--- src/rtl/core/gcre_pkg.sv ---
// ----------------------------------------------------------------------------
// GCR 6-and-2 encoder package
// Operation codes, the job record passed from the front to the back end and
// the 64-entry 6-and-2 code table.
// ----------------------------------------------------------------------------
package gcre_pkg;

   typedef enum logic [1:0] {
      OP_DATA     = 2'd0,
      OP_START    = 2'd1,
      OP_STOP     = 2'd2,
      OP_STOP_SUM = 2'd3
   } gcre_op_type;

   // Most disk bytes one item can cause: a flushed partial group and a sum group.
   localparam int MAX_BYTES          = 7;
   localparam int JOB_DEPTH_DEFAULT  = 4;

   // One job is either a single raw byte or a list of table indexes.
   typedef struct packed {
      logic                       raw;
      logic                       err;
      logic [7:0]                 raw_byte;
      logic [2:0]                 count;
      logic [MAX_BYTES-1:0][5:0]  idx;
   } gcre_job_type;

   localparam logic [7:0] GCR_TABLE [64] = '{
      8'h96, 8'h97, 8'h9a, 8'h9b, 8'h9d, 8'h9e, 8'h9f, 8'ha6,
      8'ha7, 8'hab, 8'hac, 8'had, 8'hae, 8'haf, 8'hb2, 8'hb3,
      8'hb4, 8'hb5, 8'hb6, 8'hb7, 8'hb9, 8'hba, 8'hbb, 8'hbc,
      8'hbd, 8'hbe, 8'hbf, 8'hcb, 8'hcd, 8'hce, 8'hcf, 8'hd3,
      8'hd6, 8'hd7, 8'hd9, 8'hda, 8'hdb, 8'hdc, 8'hdd, 8'hde,
      8'hdf, 8'he5, 8'he6, 8'he7, 8'he9, 8'hea, 8'heb, 8'hec,
      8'hed, 8'hee, 8'hef, 8'hf2, 8'hf3, 8'hf4, 8'hf5, 8'hf6,
      8'hf7, 8'hf9, 8'hfa, 8'hfb, 8'hfc, 8'hfd, 8'hfe, 8'hff
   };

endpackage

--- src/rtl/core/gcre_front.sv ---
// ----------------------------------------------------------------------------
// GCR encoder front end
// Accepts items, runs the checksum and group buffer, and turns every item
// that produces output into one job for the back end.
// ----------------------------------------------------------------------------
module gcre_front import gcre_pkg::*; (
   input  logic         clock,
   input  logic         reset,
   input  logic         csr_we,
   input  logic         csr_wdata,
   input  logic         req_push,
   input  logic [1:0]   req_operation,
   input  logic [7:0]   req_data_byte,
   input  logic         job_full,
   output logic         job_push,
   output gcre_job_type job
);

   logic             nibble_mode_ff;
   logic             active_ff,    active_in;
   logic [8:0]       sum_rot_ff,   sum_rot_in;
   logic [7:0]       sum_mid_ff,   sum_mid_in;
   logic [7:0]       sum_old_ff,   sum_old_in;
   logic [1:0]       gc_ff,        gc_in;
   logic [1:0][7:0]  gb_ff,        gb_in;

   logic             accept;
   gcre_op_type      op;
   logic             nib_err;
   logic [7:0]       val;
   logic [8:0]       rot_pre;
   logic [8:0]       sum_t;
   logic [7:0]       coded;
   logic [2:0]       pos;
   logic [3:0][5:0]  sum_idx;

   assign accept  = req_push && !job_full;
   assign op      = gcre_op_type'(req_operation);
   assign nib_err = nibble_mode_ff && (req_data_byte[7:6] != 2'b00);
   assign val     = nibble_mode_ff ? GCR_TABLE[req_data_byte[5:0]] : req_data_byte;

   // The rotating sum turns left by one at the start of each group of three.
   assign rot_pre = (gc_ff == 2'd0) ? {sum_rot_ff[7:0], sum_rot_ff[7]} : sum_rot_ff;
   assign sum_t   = {1'b0, sum_old_ff} + {1'b0, val} + {8'd0, rot_pre[8]};
   assign coded   = val ^ rot_pre[7:0];

   assign sum_idx[0] = {sum_mid_ff[7:6], sum_rot_ff[7:6], sum_old_ff[7:6]};
   assign sum_idx[1] = sum_mid_ff[5:0];
   assign sum_idx[2] = sum_rot_ff[5:0];
   assign sum_idx[3] = sum_old_ff[5:0];

   always_comb begin
      active_in  = active_ff;
      sum_rot_in = sum_rot_ff;
      sum_mid_in = sum_mid_ff;
      sum_old_in = sum_old_ff;
      gc_in      = gc_ff;
      gb_in      = gb_ff;
      job        = '0;
      pos        = 3'd0;
      case (op)
         OP_DATA: begin
            if (nib_err) begin
               job.raw   = 1'b1;
               job.err   = 1'b1;
               job.count = 3'd1;
            end else if (!active_ff) begin
               job.raw      = 1'b1;
               job.raw_byte = val;
               job.count    = 3'd1;
            end else begin
               sum_rot_in = sum_t;
               sum_mid_in = rot_pre[7:0];
               sum_old_in = sum_mid_ff;
               if (gc_ff == 2'd2) begin
                  job.idx[0] = {gb_ff[0][7:6], gb_ff[1][7:6], coded[7:6]};
                  job.idx[1] = gb_ff[0][5:0];
                  job.idx[2] = gb_ff[1][5:0];
                  job.idx[3] = coded[5:0];
                  job.count  = 3'd4;
                  gc_in      = 2'd0;
                  gb_in      = '0;
               end else begin
                  gb_in[gc_ff[0]] = coded;
                  gc_in           = gc_ff + 2'd1;
               end
            end
         end
         OP_START: begin
            active_in  = 1'b1;
            sum_rot_in = '0;
            sum_mid_in = '0;
            sum_old_in = '0;
            gc_in      = 2'd0;
            gb_in      = '0;
         end
         default: begin
            if (!active_ff) begin
               job.raw   = 1'b1;
               job.err   = 1'b1;
               job.count = 3'd1;
            end else begin
               // A partial group gives its high-bits byte and one byte per buffered byte.
               if (gc_ff != 2'd0) begin
                  job.idx[0] = {gb_ff[0][7:6], gb_ff[1][7:6], 2'b00};
                  job.idx[1] = gb_ff[0][5:0];
                  job.idx[2] = gb_ff[1][5:0];
                  pos        = {1'b0, gc_ff} + 3'd1;
               end
               if (op == OP_STOP_SUM) begin
                  for (int k = 0; k < 4; k++) begin
                     job.idx[pos + 3'(k)] = sum_idx[k];
                  end
                  job.count = pos + 3'd4;
               end else begin
                  job.count = pos;
               end
               active_in = 1'b0;
               gc_in     = 2'd0;
               gb_in     = '0;
            end
         end
      endcase
   end

   assign job_push = accept && (job.count != 3'd0);

   always_ff @(posedge clock) begin
      if (reset) begin
         nibble_mode_ff <= 1'b0;
         active_ff      <= 1'b0;
         sum_rot_ff     <= '0;
         sum_mid_ff     <= '0;
         sum_old_ff     <= '0;
         gc_ff          <= '0;
         gb_ff          <= '0;
      end else begin
         if (csr_we) begin
            nibble_mode_ff <= csr_wdata;
         end
         if (accept) begin
            active_ff  <= active_in;
            sum_rot_ff <= sum_rot_in;
            sum_mid_ff <= sum_mid_in;
            sum_old_ff <= sum_old_in;
            gc_ff      <= gc_in;
            gb_ff      <= gb_in;
         end
      end
   end

endmodule

--- src/rtl/core/gcre_job_fifo.sv ---
// ----------------------------------------------------------------------------
// GCR encoder job queue
// Short first-in first-out queue of jobs between the front and back ends.
// ----------------------------------------------------------------------------
module gcre_job_fifo import gcre_pkg::*; #(
   parameter int DEPTH = JOB_DEPTH_DEFAULT
) (
   input  logic         clock,
   input  logic         reset,
   input  logic         push,
   input  gcre_job_type push_job,
   output logic         full,
   input  logic         pop,
   output gcre_job_type head_job,
   output logic         empty
);

   localparam int AW = $clog2(DEPTH);
   localparam int CW = $clog2(DEPTH + 1);

   gcre_job_type      mem_ff [DEPTH];
   logic [AW-1:0]     wr_ptr_ff, wr_ptr_in;
   logic [AW-1:0]     rd_ptr_ff, rd_ptr_in;
   logic [CW-1:0]     count_ff,  count_in;
   logic              push_ok;
   logic              pop_ok;

   assign full     = (count_ff == CW'(DEPTH));
   assign empty    = (count_ff == '0);
   assign push_ok  = push && !full;
   assign pop_ok   = pop && !empty;
   assign head_job = mem_ff[rd_ptr_ff];

   always_comb begin
      wr_ptr_in = wr_ptr_ff;
      rd_ptr_in = rd_ptr_ff;
      count_in  = count_ff;
      if (push_ok) begin
         wr_ptr_in = (wr_ptr_ff == AW'(DEPTH - 1)) ? '0 : wr_ptr_ff + AW'(1);
      end
      if (pop_ok) begin
         rd_ptr_in = (rd_ptr_ff == AW'(DEPTH - 1)) ? '0 : rd_ptr_ff + AW'(1);
      end
      case ({push_ok, pop_ok})
         2'b10:   count_in = count_ff + CW'(1);
         2'b01:   count_in = count_ff - CW'(1);
         default: count_in = count_ff;
      endcase
   end

   always_ff @(posedge clock) begin
      if (reset) begin
         wr_ptr_ff <= '0;
         rd_ptr_ff <= '0;
         count_ff  <= '0;
      end else begin
         wr_ptr_ff <= wr_ptr_in;
         rd_ptr_ff <= rd_ptr_in;
         count_ff  <= count_in;
      end
   end

   always_ff @(posedge clock) begin
      if (push_ok) begin
         mem_ff[wr_ptr_ff] <= push_job;
      end
   end

endmodule

--- src/rtl/core/gcre_back.sv ---
// ----------------------------------------------------------------------------
// GCR encoder back end
// Walks through the head job one disk byte a cycle while the output slot is free
// and holds each result beat in an output register until it is taken.
// ----------------------------------------------------------------------------
module gcre_back import gcre_pkg::*; (
   input  logic         clock,
   input  logic         reset,
   input  gcre_job_type head_job,
   input  logic         job_empty,
   output logic         job_pop,
   input  logic         rsp_pop,
   output logic         rsp_empty,
   output logic [7:0]   rsp_disk_byte,
   output logic         rsp_error,
   output logic         rsp_last
);

   logic [2:0]  cursor_ff, cursor_in;
   logic        valid_ff,  valid_in;
   logic [7:0]  byte_ff,   byte_in;
   logic        err_ff,    err_in;
   logic        last_ff,   last_in;
   logic        slot_free;
   logic        take;

   assign slot_free = !valid_ff || rsp_pop;
   assign take      = slot_free && !job_empty;

   always_comb begin
      last_in   = (cursor_ff == head_job.count - 3'd1);
      byte_in   = head_job.raw ? head_job.raw_byte : GCR_TABLE[head_job.idx[cursor_ff]];
      err_in    = head_job.err;
      job_pop   = take && last_in;
      cursor_in = cursor_ff;
      valid_in  = valid_ff;
      if (take) begin
         cursor_in = last_in ? 3'd0 : cursor_ff + 3'd1;
         valid_in  = 1'b1;
      end else if (rsp_pop) begin
         valid_in = 1'b0;
      end
   end

   always_ff @(posedge clock) begin
      if (reset) begin
         cursor_ff <= '0;
         valid_ff  <= 1'b0;
      end else begin
         cursor_ff <= cursor_in;
         valid_ff  <= valid_in;
      end
   end

   always_ff @(posedge clock) begin
      if (take) begin
         byte_ff <= byte_in;
         err_ff  <= err_in;
         last_ff <= last_in;
      end
   end

   assign rsp_empty     = !valid_ff;
   assign rsp_disk_byte = byte_ff;
   assign rsp_error     = err_ff;
   assign rsp_last      = last_ff;

endmodule

--- src/rtl/core/gcr_six_and_two_sector_encoder_core.sv ---
// With the back end idle, the first disk byte of an item goes through the job queue
// and the output register to the result ports; bytes of jobs already queued come first.
// Throughput: one item per cycle enters while the job queue has room; the back end
// delivers one disk byte per cycle while results are popped.
// A full group of three data bytes gives four disk bytes.
// Reset is synchronous and active high; it clears the checksum, mode and both queues.
// ----------------------------------------------------------------------------
// GCR 6-and-2 sector encoder
// Front end with running checksum, job queue and byte-serial back end.
// ----------------------------------------------------------------------------
module gcr_six_and_two_sector_encoder_core import gcre_pkg::*; #(
   parameter int JOB_DEPTH = JOB_DEPTH_DEFAULT
) (
   input  logic        clock,
   input  logic        reset,
   input  logic        csr_we,
   input  logic        csr_wdata,
   input  logic        req_push,
   output logic        req_full,
   input  logic [1:0]  req_operation,
   input  logic [7:0]  req_data_byte,
   output logic        rsp_empty,
   input  logic        rsp_pop,
   output logic [7:0]  rsp_disk_byte,
   output logic        rsp_error,
   output logic        rsp_last
);

   logic          job_push;
   logic          job_full;
   logic          job_pop;
   logic          job_empty;
   gcre_job_type  push_job;
   gcre_job_type  head_job;

   assign req_full = job_full;

   gcre_front u_front (
      .clock         (clock),
      .reset         (reset),
      .csr_we        (csr_we),
      .csr_wdata     (csr_wdata),
      .req_push      (req_push),
      .req_operation (req_operation),
      .req_data_byte (req_data_byte),
      .job_full      (job_full),
      .job_push      (job_push),
      .job           (push_job)
   );

   gcre_job_fifo #(
      .DEPTH (JOB_DEPTH)
   ) u_fifo (
      .clock    (clock),
      .reset    (reset),
      .push     (job_push),
      .push_job (push_job),
      .full     (job_full),
      .pop      (job_pop),
      .head_job (head_job),
      .empty    (job_empty)
   );

   gcre_back u_back (
      .clock         (clock),
      .reset         (reset),
      .head_job      (head_job),
      .job_empty     (job_empty),
      .job_pop       (job_pop),
      .rsp_pop       (rsp_pop),
      .rsp_empty     (rsp_empty),
      .rsp_disk_byte (rsp_disk_byte),
      .rsp_error     (rsp_error),
      .rsp_last      (rsp_last)
   );

   // An error result always stands alone, so it must close its item.
   a_error_is_last: assert property (@(posedge clock) disable iff (reset)
      (!rsp_empty && rsp_error) |-> rsp_last)
      else $error("error result without last");

   a_no_job_overflow: assert property (@(posedge clock) disable iff (reset)
      !(job_push && job_full))
      else $error("job pushed into a full queue");

   a_job_pop_has_job: assert property (@(posedge clock) disable iff (reset)
      job_pop |-> !job_empty)
      else $error("job popped from an empty queue");

   a_empty_after_reset: assert property (@(posedge clock)
      (!reset && $past(reset)) |-> rsp_empty)
      else $error("result present straight after reset");

endmodule

--- config.mk ---
export PLATFORM = sky130hd
export DESIGN_NAME = gcr_six_and_two_sector_encoder_core
export DESIGN_NICKNAME = d
export VERILOG_FILES = /design/src/rtl/core/gcre_pkg.sv /design/src/rtl/core/gcre_front.sv /design/src/rtl/core/gcre_job_fifo.sv /design/src/rtl/core/gcre_back.sv /design/src/rtl/core/gcr_six_and_two_sector_encoder_core.sv
export SDC_FILE = /design/constraint.sdc
export NUM_CORES = 1
export LEC_CHECK = 0
export BUFFER_PORTS_ARGS = -buffer_cell sky130_fd_sc_hd__buf_2
export CAP_MARGIN = 5
export CORE_MARGIN = 2
export CORE_UTILIZATION = 55
export CTS_CLUSTER_DIAMETER = 80
export DETAILED_ROUTE_END_ITERATION = 16
export PLACE_DENSITY_LB_ADDON = 0.3
export SYNTH_ARGS = -nofsm -noshare
export SYNTH_HDL_FRONTEND = slang
export SYNTH_SLANG_ARGS = --single-unit
--- constraint.sdc ---
create_clock -name clock -period 3.8 [get_ports clock]
set_input_delay 0 -clock clock [delete_from_list [all_inputs] [get_ports clock]]
set_output_delay 0 -clock clock [all_outputs]
set_load 0.03 [all_outputs]
==> results of run 1 <==
cells by family after synthesis:
kind of cell | share of synthesized area (%)
AO/OA/AOI/OAI | 14.56
XOR/XNOR | 1.163
adder cells (fa/ha/maj) | 3.391
buffers and inverters | 4.147
flip-flops | 53.59
multiplexers | 11.48
AND/OR/NAND/NOR | 11.68
worst max-delay path by stage:
stage	from	end	slack, ns	depth (start not counted)
4_1_cts	flip-flop	u_fifo.count_ff[2]	0.31	12
3_5_place_dp	flip-flop	u_fifo.count_ff[2]	0.32	12
2_1_floorplan	flip-flop	u_fifo.count_ff[2]	0.009	18
5_1_grt	flip-flop	u_fifo.count_ff[2]	0.11	12
3_3_place_gp	flip-flop	u_fifo.count_ff[2]	0.45	12
6_report	flip-flop	u_fifo.count_ff[2]	0.32	12
cell type report:
type                    instances  share of cell area, %
clock buffers                  39                  4.839
well taps                     341                  2.562
clock inverters                16                 0.9467
flip-flops and latches        288                  48.48
multi-input cells             911                  38.28
repair buffers                 84                  4.012
inverters                      39                 0.8791
power by group:
group | switching (uW) | total [uW] | internal [uW]
Combinational | 1240 | 1990 | 754
Clock | 1180 | 2880 | 1690
Sequential | 102 | 3700 | 3600
worst max-delay path, cell delays in order, from the launching register on:
cell     delay [ns]
dfxtp_4        0.69
mux4_2         0.41
inv_1          0.08
ha_1           0.24
xnor2_1        0.14
nor3_1         0.29
and2_1         0.31
ha_1           0.23
inv_1          0.06
fa_1           0.37
xor2_1         0.16
or3_1          0.30
a21oi_1        0.14
repair_timing:
item,4_1_cts,5_1_grt
resized for setup,0,0
hold endpoints to repair,23,0
hold buffers,7,0
registers in the layout, indices dropped and copies added, names as in the netlist, named ones only:
name,cells
u_fifo.wr_ptr_ff,2
u_front.sum_old_ff,8
u_back.rsp_last,1
u_back.rsp_error,1
u_front.active_ff,1
u_front.sum_mid_ff,8
u_front.sum_rot_ff,9
u_fifo.mem_ff,220
u_back.valid_ff,1
u_front.gc_ff,2
u_fifo.count_ff,3
u_fifo.rd_ptr_ff,2
u_front.nibble_mode_ff,1
u_back.rsp_disk_byte,8
u_front.gb_ff,16
u_back.cursor_ff,3
cells in the mapped netlist (all sizes together) (30+ instances only):
cell    instances  area share (%)
edfxtp        230              46
nor2          157             4.0
nand2         118             3.0
a21oi          99             3.3
o21ai          96             3.2
clkbuf         78             2.0
dfxtp          58             7.7
mux2i          56             3.7
mux4           42             6.6
inv            38            0.95
ha             36             3.0
buf            30             1.2
metal layers:
layer / share of wire [%] / routed length [um] / vias up / GRT usage (%)
li1: - / - / 5025 / -
met1: 42 / 15970 / 5223 / 38.29
met2: 46 / 17500 / 470 / 41.51
met3: 8.3 / 3162 / 97 / 3.661
met4: 3.5 / 1342 / 0 / 9.885
met5: 0 / 0 / - / 0
per-stage QoR:
| stage | hold slack (ns) | setup WS (ns) | total power, uW | instances |
|---|---|---|---|---|
| after floorplan | 0.09676 | 0.008602 | 5164 | 1346 |
| after global placement | 0.2311 | 0.4474 | 5726 | 1656 |
| after detailed placement | 0.2615 | 0.3215 | 5727 | 1656 |
| after CTS | 0.04096 | 0.3105 | 8599 | 1718 |
| after global routing | 0.1110 | 0.1149 | 8906 | 1718 |
| final | 0.04041 | 0.3207 | 8570 | 1718 |
==> qor.yml, run 1 <==
status: "finished clean"
synthCells: 1346
place_area_mm2: 0.01562
grt_start_max_net_pins: 67
r2r.worst_path.cells: 12
grt_pass1_wl_um: 58980
cts_inserted_buffers: 30
cp-end-kind: "flip-flop"
cp_data_required_time_ns: 4.29
crit_fanout: 31
period_minus_slack_ns: 3.479
die_width_um: 169.5
antenna_cells: 0
syn-mean-instance-area_um2: 11.19
critical_path_class: "reg2reg"
fmax_mhz: 287.4
cap_violations: 0
drv_slew: 0
tightest_slew_ns: 0.8577
seq_area_frac_synth_pct: 53.59
seqCellArea_mm2: 0.008073
yosys_warnings: 0
whs_path_depth: 3
routed_via_density: 6.295
boundaryPins: 28
clkLatencyLatePin_ns: 0.56
arrival_ns: 3.97
root_buffer: "clkbuf_16"
drt-pass1-iter-count: 8
dpl.hpwl_um: 25140
multiInputGateArea_mm2: 0.006375
setup_viol: 0
synth-edff-count: 230
grt_pass1_vias: 10280
synth-seq-cells: 288
grtUsageTotal_pct: 26.58
route.detailed.drc: 0
wl_per_cell_um: 22.10
peakVddDrop_v: 0.0003270
timing.rr.end: "u_fifo.count_ff[2]"
worstSetupStartpointType: "flip-flop"
num_vias: 10820
filler_cell_count: 2106
gp_congestion: 0.9023
synth_nets: 1401
drive_gt1_share_pct: 13.65
syn_to_final_growth_pct: 10.60
final_util_pct: 61.79
num_rows: 60
finalClockSkew_ns: 0.01732
drt-initial-drc-count: 1370
antenna_found_initial: 0
portBuffers: 27
ant_nets: 0
dieArea_mm2: 0.02871
power.density_mw_per_mm2: 514.6
min_period_over_period_pct: 91.56
layout_commonest_cell: "edfxtp_1"
worstHoldStart: "req_data_byte[7]"
final_cell_area_mm2: 0.01665
reg2reg_slack_ns: 0.32
rsz0062_at_grt: "false"
whs_endpoint: "u_fifo.mem_ff[0][52]"
htreeDepth: 1
leakagePower_uw: 0.005743
cts.sinks: 288
slew_headroom_pct: 42.65
grt-ovfl-total: 0
die_y_um: 169.5
synthArstFlopShare_pct: 0
yosysUniqueCellTypes: 76
coreArea_mm2: 0.02695
mostFrequentLayoutCells: "edfxtp_1, nor2_1, nand2_1, a21oi_1, o21ai_0"
path_clk_slew_ns: 0.06
start_util_pct: 55.86
dominantRegCellSynth: "edfxtp_1"
cts_tree: "done"
clockBufferDepth: 3
timing.setup.tns_ns: 0
syn_area_mm2: 0.01506
layout.nets: 1409
wl_um: 37980
postCtsSetupRepairBufs: 0
hp-class: "in2reg"
hold_viol: 0
Note: power is estimated with default switching activity, not from simulation.
==> inputs of run 2 (changes only) <==
Settings changed: CORE_MARGIN 2 to unset, PLACE_DENSITY set to 0.74, PLACE_DENSITY_LB_ADDON 0.3 to unset.
==> qor.yml, run 2 (synthesized netlist as in run 1, its figures left out) <==
dieArea_mm2: 0.02804  # was 0.02871 mm^2
cts.sinks: 288  # unchanged
antenna_found_initial: 0  # unchanged
clkLatencyLatePin_ns: 0.58  # was 0.56 ns
grt_pass1_vias: 10360  # was 10.28k
boundaryPins: 28  # unchanged
mostFrequentLayoutCells: "edfxtp_1, nor2_1, nand2_1, a21oi_1, o21ai_0"  # unchanged
critical_path_class: "reg2reg"  # unchanged
period_minus_slack_ns: 3.399  # was 3.479 ns
grt_start_max_net_pins: 67  # unchanged
drive_gt1_share_pct: 13.81  # was 13.65%
wl_um: 37980  # about the same
drt-pass1-iter-count: 6  # was 8
rsz0062_at_grt: "false"  # unchanged
cts_inserted_buffers: 30  # unchanged
final_util_pct: 62.08  # was 61.79%
routed_via_density: 6.369  # was 6.295
htreeDepth: 1  # unchanged
dpl.hpwl_um: 24930  # was 25140 um
portBuffers: 27  # unchanged
drt-initial-drc-count: 1258  # was 1370
status: "finished clean"  # unchanged
fin_ws_ns: 0.4007  # was 0.3207 ns
cp-end-kind: "flip-flop"  # unchanged
dr_wl_met3_um: 3192  # was 3162 um
num_vias: 10940  # was 10.82k
top_register: "u_fifo.mem_ff"  # unchanged
leakagePower_uw: 0.005754  # was 0.005743 uW
post-place-ws_ns: 0.3894  # was 0.3215 ns
ctsResizeCount: 0  # unchanged
cap_violations: 0  # unchanged
crit_fanout: 25  # was 31
highest_layer: "met4"  # unchanged
reg_top3: "u_fifo.mem_ff (220), u_front.gb_ff (16), u_front.sum_rot_ff (9)"  # unchanged
min_period_over_period_pct: 89.45  # was 91.56%
timing.setup.tns_ns: 0  # unchanged
syn_to_final_growth_pct: 10.81  # was 10.60%
peakVddDrop_v: 0.0003157  # was 0.0003270 V
setup_viol: 0  # unchanged
cts_tree: "done"  # unchanged
layout_commonest_cell: "edfxtp_1"  # unchanged
tightest_slew_ns: 0.9726  # was 0.8577 ns
die_y_um: 167.5  # was 169.5 um
route.detailed.drc: 0  # unchanged
finalClockSkew_ns: 0.01509  # was 0.01732 ns
hp-class: "in2reg"  # unchanged
worstSetupStartpointType: "flip-flop"  # unchanged
grt_pass1_wl_um: 58860  # was 58980 um
root_buffer: "clkbuf_16"  # unchanged
start_util_pct: 56.02  # was 55.86%
num_rows: 60  # unchanged
multiInputGateArea_mm2: 0.006375  # unchanged
cp_data_required_time_ns: 4.13  # was 4.29 ns
clockBufferDepth: 3  # unchanged
hold_viol: 0  # unchanged
seqCellArea_mm2: 0.008073  # unchanged
ant_nets: 0  # unchanged
drv_slew: 0  # unchanged
die_width_um: 167.5  # was 169.5 um
antenna_cells: 0  # unchanged
crit_slowest_cell: "nor2_2"  # was dfxtp_4
slew_headroom_pct: 35.09  # was 42.65%
arrival_ns: 3.73  # was 3.97 ns
coreArea_mm2: 0.02688  # was 0.02695 mm^2
cp_cell_sequence: "buf_4 > buf_4 > mux4_2 > nand2_1 > o211a_1 > nor2_2 > nand2_1 > o31ai_1 > a211oi_1 > a211o_1"  # was mux4_2 > inv_1 > ha_1 > xnor2_1 > nor3_1 > and2_1 > ha_1 > inv_1 > fa_1 > xor2_1 > or3_1 > a21oi_1
layout.nets: 1408  # was 1409
grt-ovfl-total: 0  # unchanged
wl_per_cell_um: 22.12  # was 22.10 um
gp_congestion: 0.9224  # was 0.9023
met2WireLength_um: 17360  # was 17500 um
fmax_mhz: 294.2  # was 287.4 MHz
drt-met1-wl_um: 15960  # was 15970 um
largest_register_ffs: 220  # unchanged
max_stage_delay_ns: 0.79  # was 0.69 ns
power.density_mw_per_mm2: 515.9  # was 514.6 mW/mm^2
filler_cell_count: 2071  # was 2106
grtUsageTotal_pct: 27.10  # was 26.58%
path_clk_slew_ns: 0.06  # about the same
-- run 2: cell types whose count changed in the layout (fill, tap and decap cells not counted), sizes merged --
cell and delta:
clkinv -5, clkinvlp +1, inv +1, buf -1, clkbuf +3
-- run 2: layout make-up --
type,instances,share of cell area [%]
well taps,341,2.557
clock buffers,42,4.950
multi-input cells,911,38.21
flip-flops and latches,288,48.39
inverters,39,0.8775
repair buffers,83,3.960
clock inverters,13,1.057
-- run 2: through the flow --
step                area (um^2)  power, uW  instances  hold WS, ns
finish                    16680       8608       1717      0.05849
global route              16680       8926       1717       0.1077
CTS                       16680       8606       1717      0.04561
detailed placement        15610       5664       1655       0.2648
global placement          15610       5643       1655       0.2333
floorplan                 15070       5164       1346      0.09676
-- run 2: timing repair --
| action | in CTS | in global routing |
|---|---|---|
| endpoints found under the hold margin | 27 | 0 |
| hold buffers | 7 | 0 |
| setup endpoints to repair | 0 | 0 |
| buffers inserted | 0 | 0 |
-- run 2: layer usage --
layer / vias to the layer above / global-route usage, %
li1: 5032 / -
met1: 5230 / 37.81
met2: 573 / 43.06
met3: 101 / 4.065
met4: 0 / 10.25
met5: - / 0
-- run 2: power breakdown --
part / leakage (uW) / switching (uW) / internal, uW
clock: 0.000476 / 1250 / 1730
sequential: 0.00259 / 92.8 / 3600
combinational: 0.00269 / 1220 / 726
total: 0.00575 / 2550 / 6050
-- run 2: worst paths after layout --
check / start / endpoint / slack, ns / cells past startpoint
max reg2reg: flip-flop / u_back.rsp_disk_byte[1] / 0.40 / 10
max: flip-flop / u_back.rsp_disk_byte[1] / 0.40 / 10
min: req_data_byte[7] / u_fifo.mem_ff[3][52] / 0.06 / 3
min reg2reg: u_front.sum_rot_ff[8] / u_front.sum_rot_ff[8] / 0.47 / 2
-- run 2: worst max-delay path, delay by kind of cell, from the launching register on --
| kind | cells | cell delay [ns] |
|---|---|---|
| mux | 1 | 0.25 |
| simple gates | 3 | 1.01 |
| compound gates | 4 | 0.79 |
| flops | 1 | 0.55 |
| buf+inv | 2 | 0.53 |
